===== src/hw/rtl/pulse_distance_remote_transmitter_defines.svh =====
// Assertion helpers
`ifndef PULSE_DISTANCE_REMOTE_TRANSMITTER_DEFINES_SVH
`define PULSE_DISTANCE_REMOTE_TRANSMITTER_DEFINES_SVH

`ifndef NO_ASSERTIONS
`define PDRT_ASSERT_IMPL(label, ante, cons) \
  label: assert property (@(posedge clk) disable iff (rst) (ante) |-> (cons)) \
    else $error("assertion failed");
`define PDRT_ASSERT_NEXT(label, ante, cons) \
  label: assert property (@(posedge clk) disable iff (rst) (ante) |=> (cons)) \
    else $error("assertion failed");
`else
`define PDRT_ASSERT_IMPL(label, ante, cons)
`define PDRT_ASSERT_NEXT(label, ante, cons)
`endif

`endif


===== src/hw/rtl/pdrt_pkg.sv =====
`default_nettype none

package pdrt_pkg;

  localparam int unsigned FRAME_BITS = 17;

  localparam logic [6:0] DEVICE_CODE    = 7'h47;
  localparam logic [4:0] PRE_HIGH_UNITS = 5'd16;
  localparam logic [4:0] PRE_GAP_UNITS  = 5'd8;
  localparam logic [4:0] ONE_LOW_UNITS  = 5'd3;
  localparam logic [4:0] ONE_UNIT       = 5'd1;
  localparam logic [4:0] LAST_BIT       = 5'(FRAME_BITS - 1);

  localparam logic REG_UNIT_LEN     = 1'b0;
  localparam logic REG_REPEAT_COUNT = 1'b1;

  typedef enum logic [5:0] {
    PH_IDLE     = 6'b000001,
    PH_PRE_LOW  = 6'b000010,
    PH_PRE_HIGH = 6'b000100,
    PH_PRE_GAP  = 6'b001000,
    PH_BIT_HIGH = 6'b010000,
    PH_BIT_LOW  = 6'b100000
  } phase_t;

  typedef struct packed {
    logic       func;
    logic [6:0] command;
  } item_t;

  typedef struct packed {
    logic rejected;
    logic done_res;
    logic busy_res;
    logic line_level;
  } result_t;

  typedef struct packed {
    logic busy;
    logic level;
  } status_t;

endpackage

`default_nettype wire


===== src/hw/rtl/pulse_distance_remote_transmitter.sv =====
// Pulse-distance remote-control transmitter. A transfer with s_tuser = 1 loads a 7-bit command
// and starts a burst of repeat_count frames; a transfer with s_tuser = 0 is one time tick.
// Each frame is a preamble (low 1 unit, high 16, low 8) then 17 bits (start 1, device code
// 0x47, command, two stop 1s, LSB first), a bit being high 1 unit then low 1 unit (0) or 3
// units (1); one unit is unit_len ticks, 0 counting as 1. Every input transfer yields one
// output transfer with the line level after that item and busy, done and rejected flags; a
// load while busy is ignored and flagged. One item is taken per clock while the output is not
// stalled (m_tvalid high and m_tready low): an input register and an output register surround
// the tick counter and segment update. Registers: unit_len at 0x0, repeat_count at 0x4; write
// them only while no transfer is in flight.
`default_nettype none
`include "pulse_distance_remote_transmitter_defines.svh"

module pulse_distance_remote_transmitter (
  input  wire logic        clk,
  input  wire logic        rst,
  input  wire logic        s_tvalid,
  output logic             s_tready,
  input  wire logic [7:0]  s_tdata,   // [6:0] command, [7] zero
  input  wire logic        s_tuser,   // [0] func
  output logic             m_tvalid,
  input  wire logic        m_tready,
  output logic [7:0]       m_tdata,   // [0] line_level, [1] busy_res, [2] done_res,
                                      // [3] rejected, [7:4] zero
  input  wire logic        psel,
  input  wire logic        penable,
  input  wire logic        pwrite,
  input  wire logic [2:0]  paddr,
  input  wire logic [31:0] pwdata,
  output logic [31:0]      prdata,
  output logic             pready
);
  import pdrt_pkg::*;

  logic [15:0] unit_len;
  logic [3:0]  repeat_count;

  logic        in_valid;
  item_t       item_q;
  logic        out_valid;
  result_t     res_q;
  logic        advance;
  logic        item_en;
  result_t     result;
  status_t     status;

  assign pready = 1'b1;

  always_ff @(posedge clk) begin
    if (rst) begin
      unit_len     <= 16'd527;
      repeat_count <= 4'd1;
    end else if (psel && penable && pwrite && pready) begin
      unique case (paddr[2])
        REG_UNIT_LEN:     unit_len     <= pwdata[15:0];
        REG_REPEAT_COUNT: repeat_count <= pwdata[3:0];
        default:          ;
      endcase
    end
  end

  always_comb begin
    prdata = 32'd0;
    if (paddr[1:0] == 2'd0) begin
      unique case (paddr[2])
        REG_UNIT_LEN:     prdata = {16'd0, unit_len};
        REG_REPEAT_COUNT: prdata = {28'd0, repeat_count};
        default:          prdata = 32'd0;
      endcase
    end
  end

  assign advance  = !out_valid || m_tready;
  assign item_en  = in_valid && advance;
  assign s_tready = !in_valid || advance;

  always_ff @(posedge clk) begin
    if (rst) begin
      in_valid <= 1'b0;
    end else if (s_tready) begin
      in_valid <= s_tvalid;
    end
  end

  always_ff @(posedge clk) begin
    if (s_tready) begin
      item_q.func    <= s_tuser;
      item_q.command <= s_tdata[6:0];
    end
  end

  pdrt_seq u_seq (
    .clk          (clk),
    .rst          (rst),
    .item_en      (item_en),
    .item         (item_q),
    .unit_len     (unit_len),
    .repeat_count (repeat_count),
    .result       (result),
    .status       (status)
  );

  always_ff @(posedge clk) begin
    if (rst) begin
      out_valid <= 1'b0;
    end else if (advance) begin
      out_valid <= item_en;
    end
  end

  always_ff @(posedge clk) begin
    if (item_en) begin
      res_q <= result;
    end
  end

  assign m_tvalid = out_valid;
  assign m_tdata  = {4'd0, res_q.rejected, res_q.done_res, res_q.busy_res, res_q.line_level};

  `PDRT_ASSERT_IMPL(a_idle_line_low, !status.busy, !status.level)
  `PDRT_ASSERT_NEXT(a_busy_load_rejected, item_en && item_q.func && status.busy, m_tvalid && m_tdata[3])
  `PDRT_ASSERT_IMPL(a_stall_from_output, !s_tready, m_tvalid && !m_tready)
  `PDRT_ASSERT_IMPL(a_done_not_busy, m_tvalid && m_tdata[2], !m_tdata[1])

endmodule

`default_nettype wire


===== src/hw/rtl/pdrt_seq.sv =====
`default_nettype none

module pdrt_seq (
  input  wire logic             clk,
  input  wire logic             rst,
  input  wire logic             item_en,
  input  wire pdrt_pkg::item_t  item,
  input  wire logic [15:0]      unit_len,
  input  wire logic [3:0]       repeat_count,
  output pdrt_pkg::result_t     result,
  output pdrt_pkg::status_t     status
);
  import pdrt_pkg::*;

  phase_t      phase, phase_next;
  logic        level, level_next;
  logic [15:0] tick_count, tick_count_next;
  logic [4:0]  units_left, units_left_next;
  logic [4:0]  bit_index, bit_index_next;
  logic [16:0] frame_bits, frame_bits_next;
  logic [3:0]  repeats_left, repeats_left_next;

  logic [15:0] len_eff;
  logic [16:0] tick_inc;
  logic [4:0]  units_dec;
  logic [3:0]  repeats_dec;
  logic        done;
  logic        rej;

  always_comb begin
    phase_next        = phase;
    level_next        = level;
    tick_count_next   = tick_count;
    units_left_next   = units_left;
    bit_index_next    = bit_index;
    frame_bits_next   = frame_bits;
    repeats_left_next = repeats_left;
    done              = 1'b0;
    rej               = 1'b0;
    len_eff           = (unit_len == 16'd0) ? 16'd1 : unit_len;
    tick_inc          = {1'b0, tick_count} + 17'd1;
    units_dec         = units_left - 5'd1;
    repeats_dec       = repeats_left - 4'd1;

    if (item.func) begin
      if (phase != PH_IDLE) begin
        rej = 1'b1;
      end else if (repeat_count == 4'd0) begin
        done       = 1'b1;
        level_next = 1'b0;
      end else begin
        frame_bits_next   = {2'b11, item.command, DEVICE_CODE, 1'b1};
        repeats_left_next = repeat_count;
        bit_index_next    = 5'd0;
        phase_next        = PH_PRE_LOW;
        level_next        = 1'b0;
        units_left_next   = ONE_UNIT;
        tick_count_next   = 16'd0;
      end
    end else if (phase != PH_IDLE) begin
      if (tick_inc >= {1'b0, len_eff}) begin
        tick_count_next = 16'd0;
        units_left_next = units_dec;
        if (units_dec == 5'd0) begin
          unique case (phase)
            PH_PRE_LOW: begin
              phase_next      = PH_PRE_HIGH;
              level_next      = 1'b1;
              units_left_next = PRE_HIGH_UNITS;
            end
            PH_PRE_HIGH: begin
              phase_next      = PH_PRE_GAP;
              level_next      = 1'b0;
              units_left_next = PRE_GAP_UNITS;
            end
            PH_PRE_GAP: begin
              bit_index_next  = 5'd0;
              phase_next      = PH_BIT_HIGH;
              level_next      = 1'b1;
              units_left_next = ONE_UNIT;
            end
            PH_BIT_HIGH: begin
              phase_next      = PH_BIT_LOW;
              level_next      = 1'b0;
              units_left_next = frame_bits[bit_index] ? ONE_LOW_UNITS : ONE_UNIT;
            end
            PH_BIT_LOW: begin
              if (bit_index != LAST_BIT) begin
                bit_index_next  = bit_index + 5'd1;
                phase_next      = PH_BIT_HIGH;
                level_next      = 1'b1;
                units_left_next = ONE_UNIT;
              end else begin
                repeats_left_next = repeats_dec;
                if (repeats_dec != 4'd0) begin
                  phase_next      = PH_PRE_LOW;
                  level_next      = 1'b0;
                  units_left_next = ONE_UNIT;
                end else begin
                  phase_next      = PH_IDLE;
                  level_next      = 1'b0;
                  units_left_next = 5'd0;
                  bit_index_next  = 5'd0;
                  done            = 1'b1;
                end
              end
            end
            default: begin
              phase_next      = PH_IDLE;
              level_next      = 1'b0;
              units_left_next = 5'd0;
            end
          endcase
        end
      end else begin
        tick_count_next = tick_inc[15:0];
      end
    end
  end

  always_ff @(posedge clk) begin
    if (rst) begin
      phase        <= PH_IDLE;
      level        <= 1'b0;
      tick_count   <= 16'd0;
      units_left   <= 5'd0;
      bit_index    <= 5'd0;
      frame_bits   <= 17'd0;
      repeats_left <= 4'd0;
    end else if (item_en) begin
      phase        <= phase_next;
      level        <= level_next;
      tick_count   <= tick_count_next;
      units_left   <= units_left_next;
      bit_index    <= bit_index_next;
      frame_bits   <= frame_bits_next;
      repeats_left <= repeats_left_next;
    end
  end

  assign result.line_level = level_next;
  assign result.busy_res   = (phase_next != PH_IDLE);
  assign result.done_res   = done;
  assign result.rejected   = rej;

  assign status.busy  = (phase != PH_IDLE);
  assign status.level = level;

endmodule

`default_nettype wire

===== config.mk =====
export PLATFORM = sky130hd
export DESIGN_NAME = pulse_distance_remote_transmitter
export DESIGN_NICKNAME = d
export VERILOG_FILES = /design/src/hw/rtl/pdrt_pkg.sv /design/src/hw/rtl/pulse_distance_remote_transmitter.sv /design/src/hw/rtl/pdrt_seq.sv
export VERILOG_INCLUDE_DIRS = /design/src /design/src/hw/rtl
export SDC_FILE = /design/constraint.sdc
export NUM_CORES = 1
export LEC_CHECK = 0
export BUFFER_PORTS_ARGS = -buffer_cell sky130_fd_sc_hd__buf_2
export CORE_UTILIZATION = 40
export DETAILED_ROUTE_END_ITERATION = 8
export GPL_ROUTABILITY_DRIVEN = 0
export HOLD_SLACK_MARGIN = 0.02
export PLACE_DENSITY = 0.73
export SLEW_MARGIN = 25
export SYNTH_ARGS = -nofsm -noshare
export SYNTH_HDL_FRONTEND = slang
export SYNTH_SLANG_ARGS = --single-unit

===== constraint.sdc =====
create_clock -name clk -period 4.9 [get_ports clk]
set_input_delay 0.735 -clock clk [delete_from_list [all_inputs] [get_ports clk]]
set_output_delay 0.735 -clock clk [all_outputs]
set_load 0.005 [all_outputs]

Word level (Yosys, flattened, before mapping)
Index checks and enable logic that the tools add are counted.
Widths: inputs -> output; s select.
{"block": "word_totals", "inputBits": 51, "output_inout_bits": 43, "reg_bits": 84, "wordCells": 126}
{"block": "op_classes", "eq_ne": 12, "order_cmp": 2, "reduce_logical": 25, "add_sub_neg": 4, "muxes": 63, "bitwise": 3}
{"operator": "$mux 16", "count": 6}
{"operator": "$mux 5", "count": 15}
{"operator": "$pmux 32 s2", "count": 1}
{"operator": "$mux 6", "count": 7}
{"operator": "$mux 32", "count": 1}
{"operator": "$mux 4", "count": 8}
{"operator": "$pmux 6 s5", "count": 1}
{"operator": "$pmux 5 s5", "count": 1}
{"operator": "$mux 1", "count": 18}
{"operator": "$add 16x1->17 const B", "count": 1}
{"operator": "$ge 17x16->1", "count": 1}
{"operator": "$logic_not 16->1", "count": 1}
{"operator": "$reduce_and 8->1", "count": 2}
{"operator": "$ne 6x1->1 const B", "count": 2}
{"operator": "$pmux 5 s2", "count": 1}
{"operator": "$reduce_and 4->1", "count": 2}
{"operator": "$reduce_bool 2->1", "count": 4}
{"operator": "$eq 6x2->1 const B", "count": 1}
{"operator": "$eq 6x3->1 const B", "count": 1}
{"operator": "$eq 6x4->1 const B", "count": 1}
{"operator": "$eq 6x5->1 const B", "count": 1}
{"operator": "$eq 6x6->1 const B", "count": 1}
{"operator": "$lt 5x6->1 const B", "count": 1}
{"operator": "$ne 2x2->1 const B", "count": 3}
{"operator": "20 further kinds", "count": 28}

Logic depth before layout (Yosys ltp)
Gate-level depths: netlist of the first run.
{"block": "logic_depth", "word_depth": 10, "mapped_depth": 14, "depth_no_buf": 13}

By module
A second synthesis of the first run with hierarchy kept.
{"block": "hier_totals", "hier_cells": 583, "area_unflattened_um2": 5086.1}
{"module": "pdrt_seq", "seq_area_each_um2": 900.9, "instances": 1, "cells_per_inst": 428, "area_per_inst_um2": 3439.5}
{"module": "pulse_distance_remote_transmitter", "seq_area_each_um2": 800.8, "instances": 1, "cells_per_inst": 155, "area_per_inst_um2": 1646.6}

Worst setup path after synthesis of the first run
No wires, ideal clock.
{"block": "synth_path", "kind": "reg2reg", "start": "register u_seq.tick_count[0]", "end": "register u_seq.tick_count[11]", "stages_incl_launch_ff": 15, "period_less_slack_ns": 3.292, "setup_slack_ns": 1.608, "t_required_ns": 4.826, "path_buffers": 1, "arrival_ns": 3.218, "setup_time_ns": 0.074, "cell_sequence": "dfxtp_1 > ha_1 > and3_1 > nand3_1 > nor2_1 > xor2_1 > ha_1 > a211oi_2 > nor2_1 > o311ai_1 > a31oi_1 > or3_1 > buf_6 > or4_1 > a31oi_1"}
{"block": "synth_via", "elab_chain_len": 5}
{"element": "from (decl)", "line": "pdrt_seq.sv:17", "rtl": "logic [15:0] tick_count, tick_count_next;"}
{"element": "from (signal assigned)", "line": "pdrt_seq.sv:133", "rtl": "tick_count <= tick_count_next;"}
{"element": "$add 16x1->17 *", "line": "pdrt_seq.sv:41", "rtl": "tick_inc = {1'b0, tick_count} + 17'd1;"}
{"element": "$ge 17x16->1", "line": "pdrt_seq.sv:61", "rtl": "if (tick_inc >= {1'b0, len_eff}) begin"}
{"element": "$mux 16 *", "line": "pdrt_seq.sv:61"}
{"element": "$mux 16 *", "line": "pdrt_seq.sv:60", "rtl": "end else if (phase != PH_IDLE) begin"}
{"element": "$mux 16 *", "line": "pdrt_seq.sv:45", "rtl": "if (item.func) begin"}
Mark *: on every way between the ends. The rest lies on a longest branch, timed or not. The select of a mux whose other input is x is not followed.
A chain may end at the register's enable or synchronous reset.

Worst setup path after layout of the first run
{"block": "layout_path", "start": "register u_seq.tick_count[2]", "end": "register u_seq.units_left[3]"}
{"block": "layout_via", "elab_chain_len": 4}
{"element": "$add 16x1->17", "line": "pdrt_seq.sv:41"}
{"element": "$ge 17x16->1", "line": "pdrt_seq.sv:61"}
{"element": "$reduce_bool 2->1 (no line)"}
{"element": "$reduce_and 5->1 (no line)"}
{"element": "to (signal assigned)", "line": "pdrt_seq.sv:134", "rtl": "units_left <= units_left_next;"}
{"element": "to (decl)", "line": "pdrt_seq.sv:18", "rtl": "logic [4:0] units_left, units_left_next;"}
No other way between the ends.

==> flow_metrics.tcl, run 1 <==
set metrics [dict create \
    synth_top_area_frac 0.283 \
    tightest_slew_ns 0.863 \
    slew_violations 0 \
    critPathSlowestCell "a31oi_1" \
    cts.sinks 79 \
    cp-end-kind "flip-flop" \
    hold_viol 0 \
    cts_tree "done" \
    synth_compound_area_frac 0.173 \
    die_w_um 111 \
    cts_buffers 9 \
    cp_slowest_stage_delay_ns 0.54 \
    yosysWarnings 0 \
    seq_area_frac_synth 0.358 \
    overflow 0 \
    syn-cell-area_um2 4750 \
    coreArea_um2 11500 \
    skew_ns 0.00449 \
    hold_ws_ns 0.456 \
    synthTopCellsByArea "dfxtp_1 28%, edfxtp_1 7.6%, nand2_1 6.9%" \
    grt_pass1_vias 4231 \
    synth-adder-area-share 0.0606 \
    cp_top_family "simple AND/OR/NAND/NOR gates" \
    grt_use_total 0.188 \
    crit_chain "and3_1 -> and3_1 -> nand3_1 -> nor2_1 -> xor2_1 -> ha_1 -> nand2_1 -> nor3_1 -> nand2_1 -> a31oi_1 -> nor3_2 -> buf_4 -> or4_1 -> a21oi_1" \
    fin_crit_sh 0.805 \
    synthFlopType "dfxtp_1" \
    rsz0062_at_grt "false" \
    drive_above_1_share 0.139 \
    htreeDepth 3 \
    syn_inst 594 \
    finalCriticalPeriod_ns 3.95 \
    cp.arrival_ns 4.21 \
    clockBufferDepth 2 \
    synth_seq_cells 79 \
    drtAntennaViolNets 0 \
    fillers 1124 \
    design_area_um2 5340 \
    clock-root-buffer "clkbuf_16" \
    multi_input_area_um2 2720 \
    antenna_found_initial 0 \
    synth_simple_gate_area_share 0.259 \
    hpwl_um 7730 \
    clock_latency_ns 0.34 \
    cts_resized 0 \
    hp-start "u_seq.frame_bits[13]" \
    maxCapViolCount 0 \
    final-seq-area_um2 1700 \
    critPathBufInv 1 \
    synth_edf_count 12 \
    peakVddDrop_mv 0.189 \
    die_area_um2 12300 \
    setup_viol 0 \
    nets 703 \
    crit_type "reg -> reg" \
    post_drt_wl_per_cell_um 14.2 \
    avgSynthCellArea_um2 7.99 \
    synth_top_family_by_area "simple AND/OR/NAND/NOR gates" \
    area_growth_pct 12.4 \
    cts.hold.buffers_added 0 \
    drt_iter0_markers 350 \
    cp-start-kind "flip-flop" \
    startpoint "u_seq.tick_count[2]" \
    die_h_um 111 \
    hp-class "reg -> reg" \
    start_util 0.412 \
    status "finished with violations" \
    cp_max_fo 16 \
    max_slew_margin 0.425 \
    dr.pass1.iters 7 \
    grt_max_degree 58 \
    post-cts-setup-buffers 0 \
    yosys.area.top_type "dfxtp_1" \
    fin_tns_setup_ns 0 \
    async_flop_share 0 \
    wl_um 11000 \
    viasPerCell 5.59 \
    vias 4346 \
    diodes 0 \
    portBuffers 55 \
    clkTransAtPathRegs_ns 0.06 \
    rows 39 \
    power_leakage_nw 2.18 \
    drc 12 \
    grt_pass1_wl_um 19100 \
    io_pins 94 \
    synthXorXnorAreaFrac 0.0314 \
    violations "DRC" \
    place_area_um2 5020 \
    worstPathRequired_ns 5.17 \
    synth.area.mux_share 0.0303 \
    clock.fmax_ghz 0.253 \
    ys_types 67 \
    power.density_nw_per_um2 284 \
    rr_startpoint "u_seq.tick_count[2]" \
]
[placed cells by master, fill, tap and decap left out, types with 3 or more instances in the layout]
cell type  count
and2_1        14
xor2_1        10
nand3b_1       5
a21o_1         3
nor3_1        14
ha_1          23
xnor2_1        7
a21oi_1       46
buf_4          5
mux2i_1       11
and3_1        11
nand2b_1       4
or3_1          6
o21ai_0       15
a31oi_1       16
a211oi_1       5
nor2b_1        5
or4_1          7
clkbuf_16      9
conb_1        21
o2111ai_1      3
o41ai_1        3
nor3b_1        4
nand2_1       87
o22ai_1        3
nor2_1        40
dfxtp_1       67
nand4b_1       3
nand3_1       27
o211ai_1       8
inv_1         28
buf_2         55
nor4_1         7
nand4_1        5
edfxtp_1      12
[cell families (layout without fill, tap and decap cells)]
kind of cell	count (synthesis)	in the layout
AOI/OAI and AO/OA	127	127
xor gates and xnor gates	17	17
adders and majority gates	23	23
buffers and inverters	84	105
DFF	79	79
muxes	13	13
other	2	21
and+or+nand+nor	249	249
[cell usage after synthesis, types with 6 or more instances]
library cell	instances
a31oi_1	16
clkbuf_1	27
ha_1	23
buf_4	21
and2_1	14
o21ai_0	15
edfxtp_1	12
nor2_1	41
xnor2_1	7
dfxtp_1	67
inv_1	28
xor2_1	10
and3_1	11
a21oi_1	46
or3_1	6
nor3_1	16
nand2_1	87
mux2i_1	11
nor4_1	7
o211ai_1	8
nand3_1	27
or4_1	7
[state kept, by name, summed over array words and instances (netlist names), 5 cells and up]
signal,flops
unit_len,16
item_q,8
u_seq.bit_index,5
u_seq.frame_bits,8
u_seq.units_left,5
u_seq.tick_count,16
u_seq.phase,6
[layer usage]
metal,GRT usage,share of wire,up-vias
met4,0.0959,0.019,0
met1,0.235,0.45,2028
met3,0.0312,0.058,14
met5,0,0,-
li1,-,-,2140
met2,0.311,0.47,164
[tightest hold or removal path: stages, from the launching register on]
cell	delay [ns]
dfxtp_1	0.30
nand2_1	0.05
a21oi_1	0.05
[worst paths after layout]
path	end	slack (ns)	cells past startpoint
worst min-delay path	u_seq.frame_bits[13]	0.46	2
worst min register to register	u_seq.frame_bits[13]	0.46	2
worst max register to register	u_seq.units_left[3]	0.95	14
worst max-delay path	u_seq.units_left[3]	0.95	14
[power by group]
part,internal [W],leakage (nW),switching (W)
clock network,0.000444,0.150,0.000265
logic,0.0000425,1.36,0.0000721
registers,0.000674,0.665,0.0000153
total,0.00116,2.18,0.000353
[area by class of cell]
cell class / count / share of cell area
inverters: 29 / 0.0204
multi-input cells: 450 / 0.510
flip-flops and latches: 79 / 0.319
clock buffers: 10 / 0.0429
clock inverters: 6 / 0.0159
well taps: 143 / 0.0335
repair buffers: 60 / 0.0586
[through the flow]
| step | std cells | power, W | worst slack (ns) | utilization |
|---|---|---|---|---|
| 2_1_floorplan | 613 | 0.000787 | 1.61 | - |
| 3_3_place_gp | 761 | 0.000811 | 1.04 | 0.436 |
| 3_5_place_dp | 761 | 0.000815 | 1.01 | 0.436 |
| 4_1_cts | 777 | 0.00152 | 0.994 | 0.463 |
| 5_1_grt | 777 | 0.00156 | 0.607 | 0.463 |
| 6_report | 777 | 0.00151 | 0.954 | 0.463 |
No activity file was read; power rests on OpenSTA's default activity.
==> run 2, diff against run 1 <==
--- a/config.mk
+++ b/config.mk
@@ -11,7 +11,7 @@
 export DETAILED_ROUTE_END_ITERATION = 8
 export GPL_ROUTABILITY_DRIVEN = 0
 export HOLD_SLACK_MARGIN = 0.02
-export PLACE_DENSITY = 0.73
+export PLACE_DENSITY = 0.75
 export SLEW_MARGIN = 25
 export SYNTH_ARGS = -nofsm -noshare
 export SYNTH_HDL_FRONTEND = slang
==> constraint.sdc (replaced) <==
create_clock -name clk -period 3.37 [get_ports clk]
set_input_delay 0.5055 -clock clk [delete_from_list [all_inputs] [get_ports clk]]
set_output_delay 0.5055 -clock clk [all_outputs]
set_load 0.005 [all_outputs]
==> flow_metrics.tcl, run 2 (synthesis results as in run 1) <==
set metrics [dict create \
    grt_pass1_vias 4244 \
    cp.arrival_ns 3.49 \
    hpwl_um 8200 \
    clkTransAtPathRegs_ns 0.06 \
    reg.largest.list "u_seq.tick_count: 16 flops, unit_len: 16 flops" \
    final-seq-area_um2 1710 \
    clockBufferDepth 2 \
    antenna_found_initial 0 \
    cts.hold.buffers_added 0 \
    rows 39 \
    fillers 1043 \
    wl_met3_um 767 \
    critPathSlowestCell "dfxtp_4" \
    drtAntennaViolNets 0 \
    max_slew_margin 0.359 \
    pwr-share-seq 0.441 \
    diodes 0 \
    p_switching_w 0.000549 \
    met2_length_um 5540 \
    tightest_slew_ns 0.954 \
    clock_latency_ns 0.34 \
    grt_pass1_wl_um 19100 \
    critPathBufInv 4 \
    peakVddDrop_mv 0.359 \
    die_area_um2 12300 \
    slew_violations 0 \
    cts_tree "done" \
    cp_max_fo 6 \
    grt_max_degree 36 \
    skew_ns 0.00470 \
    cts_buffers 9 \
    layout_common_cells "86 x nand2_1, 64 x dfxtp_1, 55 x buf_2" \
    drc 14 \
    crit_type "reg -> reg" \
    viasPerCell 5.59 \
    clock-root-buffer "clkbuf_16" \
    power.density_nw_per_um2 388 \
    status "finished with violations" \
    rsz0062_at_grt "true" \
    cts.sinks 79 \
    p_sw_frac 0.243 \
    die_h_um 111 \
    power_leakage_nw 2.40 \
    nets 739 \
    post_drt_wl_per_cell_um 14.5 \
    final_common_cell "nand2_1" \
    fin_cells 813 \
    worstPathRequired_ns 3.57 \
    crit_chain "and3_1 -> and3_4 -> buf_4 -> nand3_1 -> xnor2_1 -> ha_1 -> nand4_1 -> nor4_2 -> o311ai_1 -> a31oi_1 -> buf_4 -> or3_4 -> buf_6 -> buf_4 -> a31oi_1 -> a211oi_1" \
    fin_crit_sh 0.978 \
    final_util 0.505 \
    cpMostUsedCell "buf_4" \
    finalCriticalPeriod_ns 3.30 \
    drive_above_1_share 0.230 \
    io_pins 94 \
    setup_viol 0 \
    cp_top_family "simple AND/OR/NAND/NOR gates" \
    coreArea_um2 11500 \
    combPwrFrac 0.083 \
    cp_slowest_stage_delay_ns 0.37 \
    dp_cells 793 \
    fin_tns_setup_ns 0 \
    power_w 0.00226 \
    die_w_um 111 \
    cp-end-kind "flip-flop" \
    hold_viol 0 \
    intPower_w 0.00171 \
    portBuffers 55 \
    vias 4543 \
    wl_um 11800 \
    violations "DRC" \
    hp-class "in -> reg" \
    cp-start-kind "flip-flop" \
    maxCapViolCount 0 \
    drt_iter0_markers 321 \
    area_growth_pct 22.4 \
    wl_met1_um 5160 \
    start_util 0.412 \
    multi_input_area_um2 2900 \
    htreeDepth 3 \
    dr.pass1.iters 7 \
    power_frac_clock 0.476 \
    overflow 0 \
    grt_use_total 0.190 \
    clock.fmax_ghz 0.303 \
    routed.top_layer "met4" \
]
## run 2: cell types whose count changed in the layout (fill, tap and decap cells not counted), sizes merged
cell and delta:
clkinv -2, buf +36, inv +3, clkbuf -1
## run 2: path summary, 6_finish.rpt
check                  startpoint                     to  slack, ns  cells past startpoint
max           u_seq.tick_count[2]  u_seq.repeats_left[3]       0.07                     16
min                    s_tdata[3]              item_q[3]       0.33                      1
max reg2reg   u_seq.tick_count[2]  u_seq.repeats_left[3]       0.07                     16
min reg2reg  u_seq.frame_bits[12]   u_seq.frame_bits[12]       0.47                      2
## run 2: metrics by stage
| stage | hold WS, ns | area (um^2) | worst slack [ns] |
|---|---|---|---|
| 2_1_floorplan | 0.433 | 4820 | 0.0776 |
| 3_3_place_gp | 0.442 | 5260 | -0.113 |
| 3_5_place_dp | 0.448 | 5260 | -0.158 |
| 4_1_cts | 0.328 | 5630 | 0.00113 |
| 5_1_grt | 0.328 | 5810 | -0.0844 |
| 6_report | 0.335 | 5810 | 0.0742 |
## run 2: metal layers
metal | vias up | track usage
li1 | 2208 | -
met4 | 0 | 0.0904
met3 | 25 | 0.0394
met2 | 178 | 0.319
met1 | 2132 | 0.233
met5 | - | 0
## run 2: cell type report
class | instances | share of cell area
Timing Repair Buffer | 96 | 0.102
Inverter | 29 | 0.0187
Clock buffer | 9 | 0.0388
Tap cell | 143 | 0.0308
Sequential cell | 79 | 0.294
Multi-Input combinational cell | 450 | 0.498
Clock inverter | 7 | 0.0177
## run 2: power groups by stage
| stage | clock, W | combinational (W) | sequential [W] |
|---|---|---|---|
| detailed placement | 0 | 0.000176 | 0.00102 |
| floorplan | 0 | 0.000133 | 0.00101 |
| global placement | 0 | 0.000170 | 0.00102 |
| global route | 0.00112 | 0.000208 | 0.000998 |
| finish | 0.00107 | 0.000187 | 0.000996 |
| CTS | 0.00109 | 0.000178 | 0.000996 |
## run 2: timing repair
action	4_1_cts	5_1_grt
resized for setup	12	32
setup endpoints to repair	22	37
pin swaps	4	19
buffers inserted	0	4
gates cloned	0	0
==> run 3, diff against run 2 <==
==> constraint.sdc (replaced) <==
create_clock -name clk -period 3.37 [get_ports clk]
set_input_delay 0.5055 -clock clk [delete_from_list [all_inputs] [get_ports clk]]
set_output_delay 0.5055 -clock clk [all_outputs]
set_load 0.05 [all_outputs]
==> flow_metrics.tcl, run 3 (synthesis results as in run 1) <==
set metrics [dict create \
    rsz0062_at_grt "true" \
    clock.fmax_ghz 0.300 \
    tightest_slew_ns 0.750 \
    io_pins 94 \
    antenna_found_initial 0 \
    fin_ws_ns 0.0419 \
    layout_common_cells "86 x nand2_1, 64 x dfxtp_1, 55 x buf_2" \
    worstPathRequired_ns 3.56 \
    cts.hold.buffers_added 0 \
    cp-end-kind "flip-flop" \
    drtAntennaViolNets 0 \
    reg2reg_depth 16 \
    post-place-ws_ns -0.162 \
    cp.arrival_ns 3.52 \
    reg.largest.list "u_seq.tick_count: 16 flops, unit_len: 16 flops" \
    nets 740 \
    slew_violations 0 \
    hp-start "s_tdata[5]" \
    grt_pass1_wl_um 19100 \
    post_drt_wl_per_cell_um 14.7 \
    clock_latency_ns 0.34 \
    grt_pass1_vias 4178 \
    wl_um 11900 \
    drive_above_1_share 0.237 \
    viasPerCell 5.50 \
    fin_tns_setup_ns 0 \
    diodes 0 \
    dp_cells 794 \
    fillers 1023 \
    drc 15 \
    cp_max_fo 6 \
    grt_use_total 0.188 \
    crit_type "reg -> reg" \
    dr.pass1.iters 7 \
    cts_buffers 9 \
    fin_crit_sh 0.988 \
    max_slew_margin 0.499 \
    hold_viol 0 \
    vias 4476 \
    coreArea_um2 11500 \
    min_to "item_q[5]" \
    skew_ns 0.00597 \
    r2r-end "u_seq.repeats_left[3]" \
    hpwl_um 8020 \
    htreeDepth 3 \
    die_w_um 111 \
    power_w 0.00217 \
    power_leakage_nw 2.40 \
    drt_iter0_markers 367 \
    start_util 0.412 \
    area_growth_pct 22.7 \
    hp-class "in -> reg" \
    cp-start-kind "flip-flop" \
    die_area_um2 12300 \
    overflow 0 \
    status "finished with violations" \
    power.density_nw_per_um2 372 \
    rows 39 \
    clock-root-buffer "clkbuf_16" \
    hold_ws_ns 0.339 \
    whs_path_depth 1 \
    peakVddDrop_mv 0.310 \
    finalCriticalPeriod_ns 3.33 \
    reg2reg_slack_ns 0.04 \
    clockBufferDepth 2 \
    portBuffers 55 \
    cts_tree "done" \
    cts.sinks 79 \
    maxCapViolCount 0 \
    final_common_cell "nand2_1" \
    fin_cells 814 \
    grt_max_degree 36 \
    setup_viol 0 \
    die_h_um 111 \
    clkTransAtPathRegs_ns 0.06 \
    violations "DRC" \
    rr_startpoint "u_seq.tick_count[0]" \
]
## run 3: per-stage QoR
step | util | area, um^2
floorplan | - | 4820
global placement | 0.457 | 5260
detailed placement | 0.457 | 5260
CTS | 0.487 | 5610
global route | 0.506 | 5820
finish | 0.506 | 5820
## run 3: worst max-delay path by stage
stage / from / end / slack, ns / cells after the start
after global placement: u_seq.tick_count[0] / u_seq.repeats_left[3] / -0.11 / 16
final: u_seq.tick_count[0] / u_seq.repeats_left[3] / 0.04 / 16
after global routing: u_seq.tick_count[0] / u_seq.tick_count[2] / -0.08 / 16
after floorplan: u_seq.tick_count[0] / u_seq.tick_count[11] / 0.08 / 14
after CTS: u_seq.tick_count[0] / u_seq.repeats_left[3] / 0.01 / 17
after detailed placement: u_seq.tick_count[0] / u_seq.repeats_left[3] / -0.16 / 16
## run 3: area by class of cell
class	count	area (um^2)	share of cell area
Inverter	29	109	0.0187
Timing Repair Buffer	97	591	0.101
Sequential cell	79	1710	0.294
Tap cell	143	179	0.0307
Clock buffer	10	239	0.0410
Multi-Input combinational cell	450	2950	0.507
Clock inverter	6	45.0	0.00773
## run 3: layer usage
layer / GRT usage / wire length (um)
met1: 0.238 / 5410
met2: 0.318 / 5760
met3: 0.0323 / 572
met4: 0.0703 / 202
met5: 0 / 0
## run 3: what timing repair did
item                       4_1_cts  5_1_grt
cloned                           0        0
setup buffers                    1        3
pin swaps                        3       14
setup endpoints to repair       21       39
gates resized for setup         15       31
## run 3: report_power, final
part	internal, W	switching, W	leakage, nW
sequential	0.000978	0.0000173	0.667
combinational	0.0000719	0.000181	1.60
clock	0.000521	0.000399	0.131
## run 3: critical path, stage by stage (launching register included)
cell      delay [ns]
dfxtp_4         0.37
ha_4            0.14
and3_4          0.21
nand3_4         0.13
nor2_4          0.13
xor2_1          0.22
ha_1            0.30
a21oi_1         0.12
o21ai_0         0.10
a221oi_1        0.27
a31oi_1         0.14
buf_4           0.18
or3_4           0.37
buf_4           0.16
buf_4           0.14
a31oi_4         0.14
a211oi_1        0.07
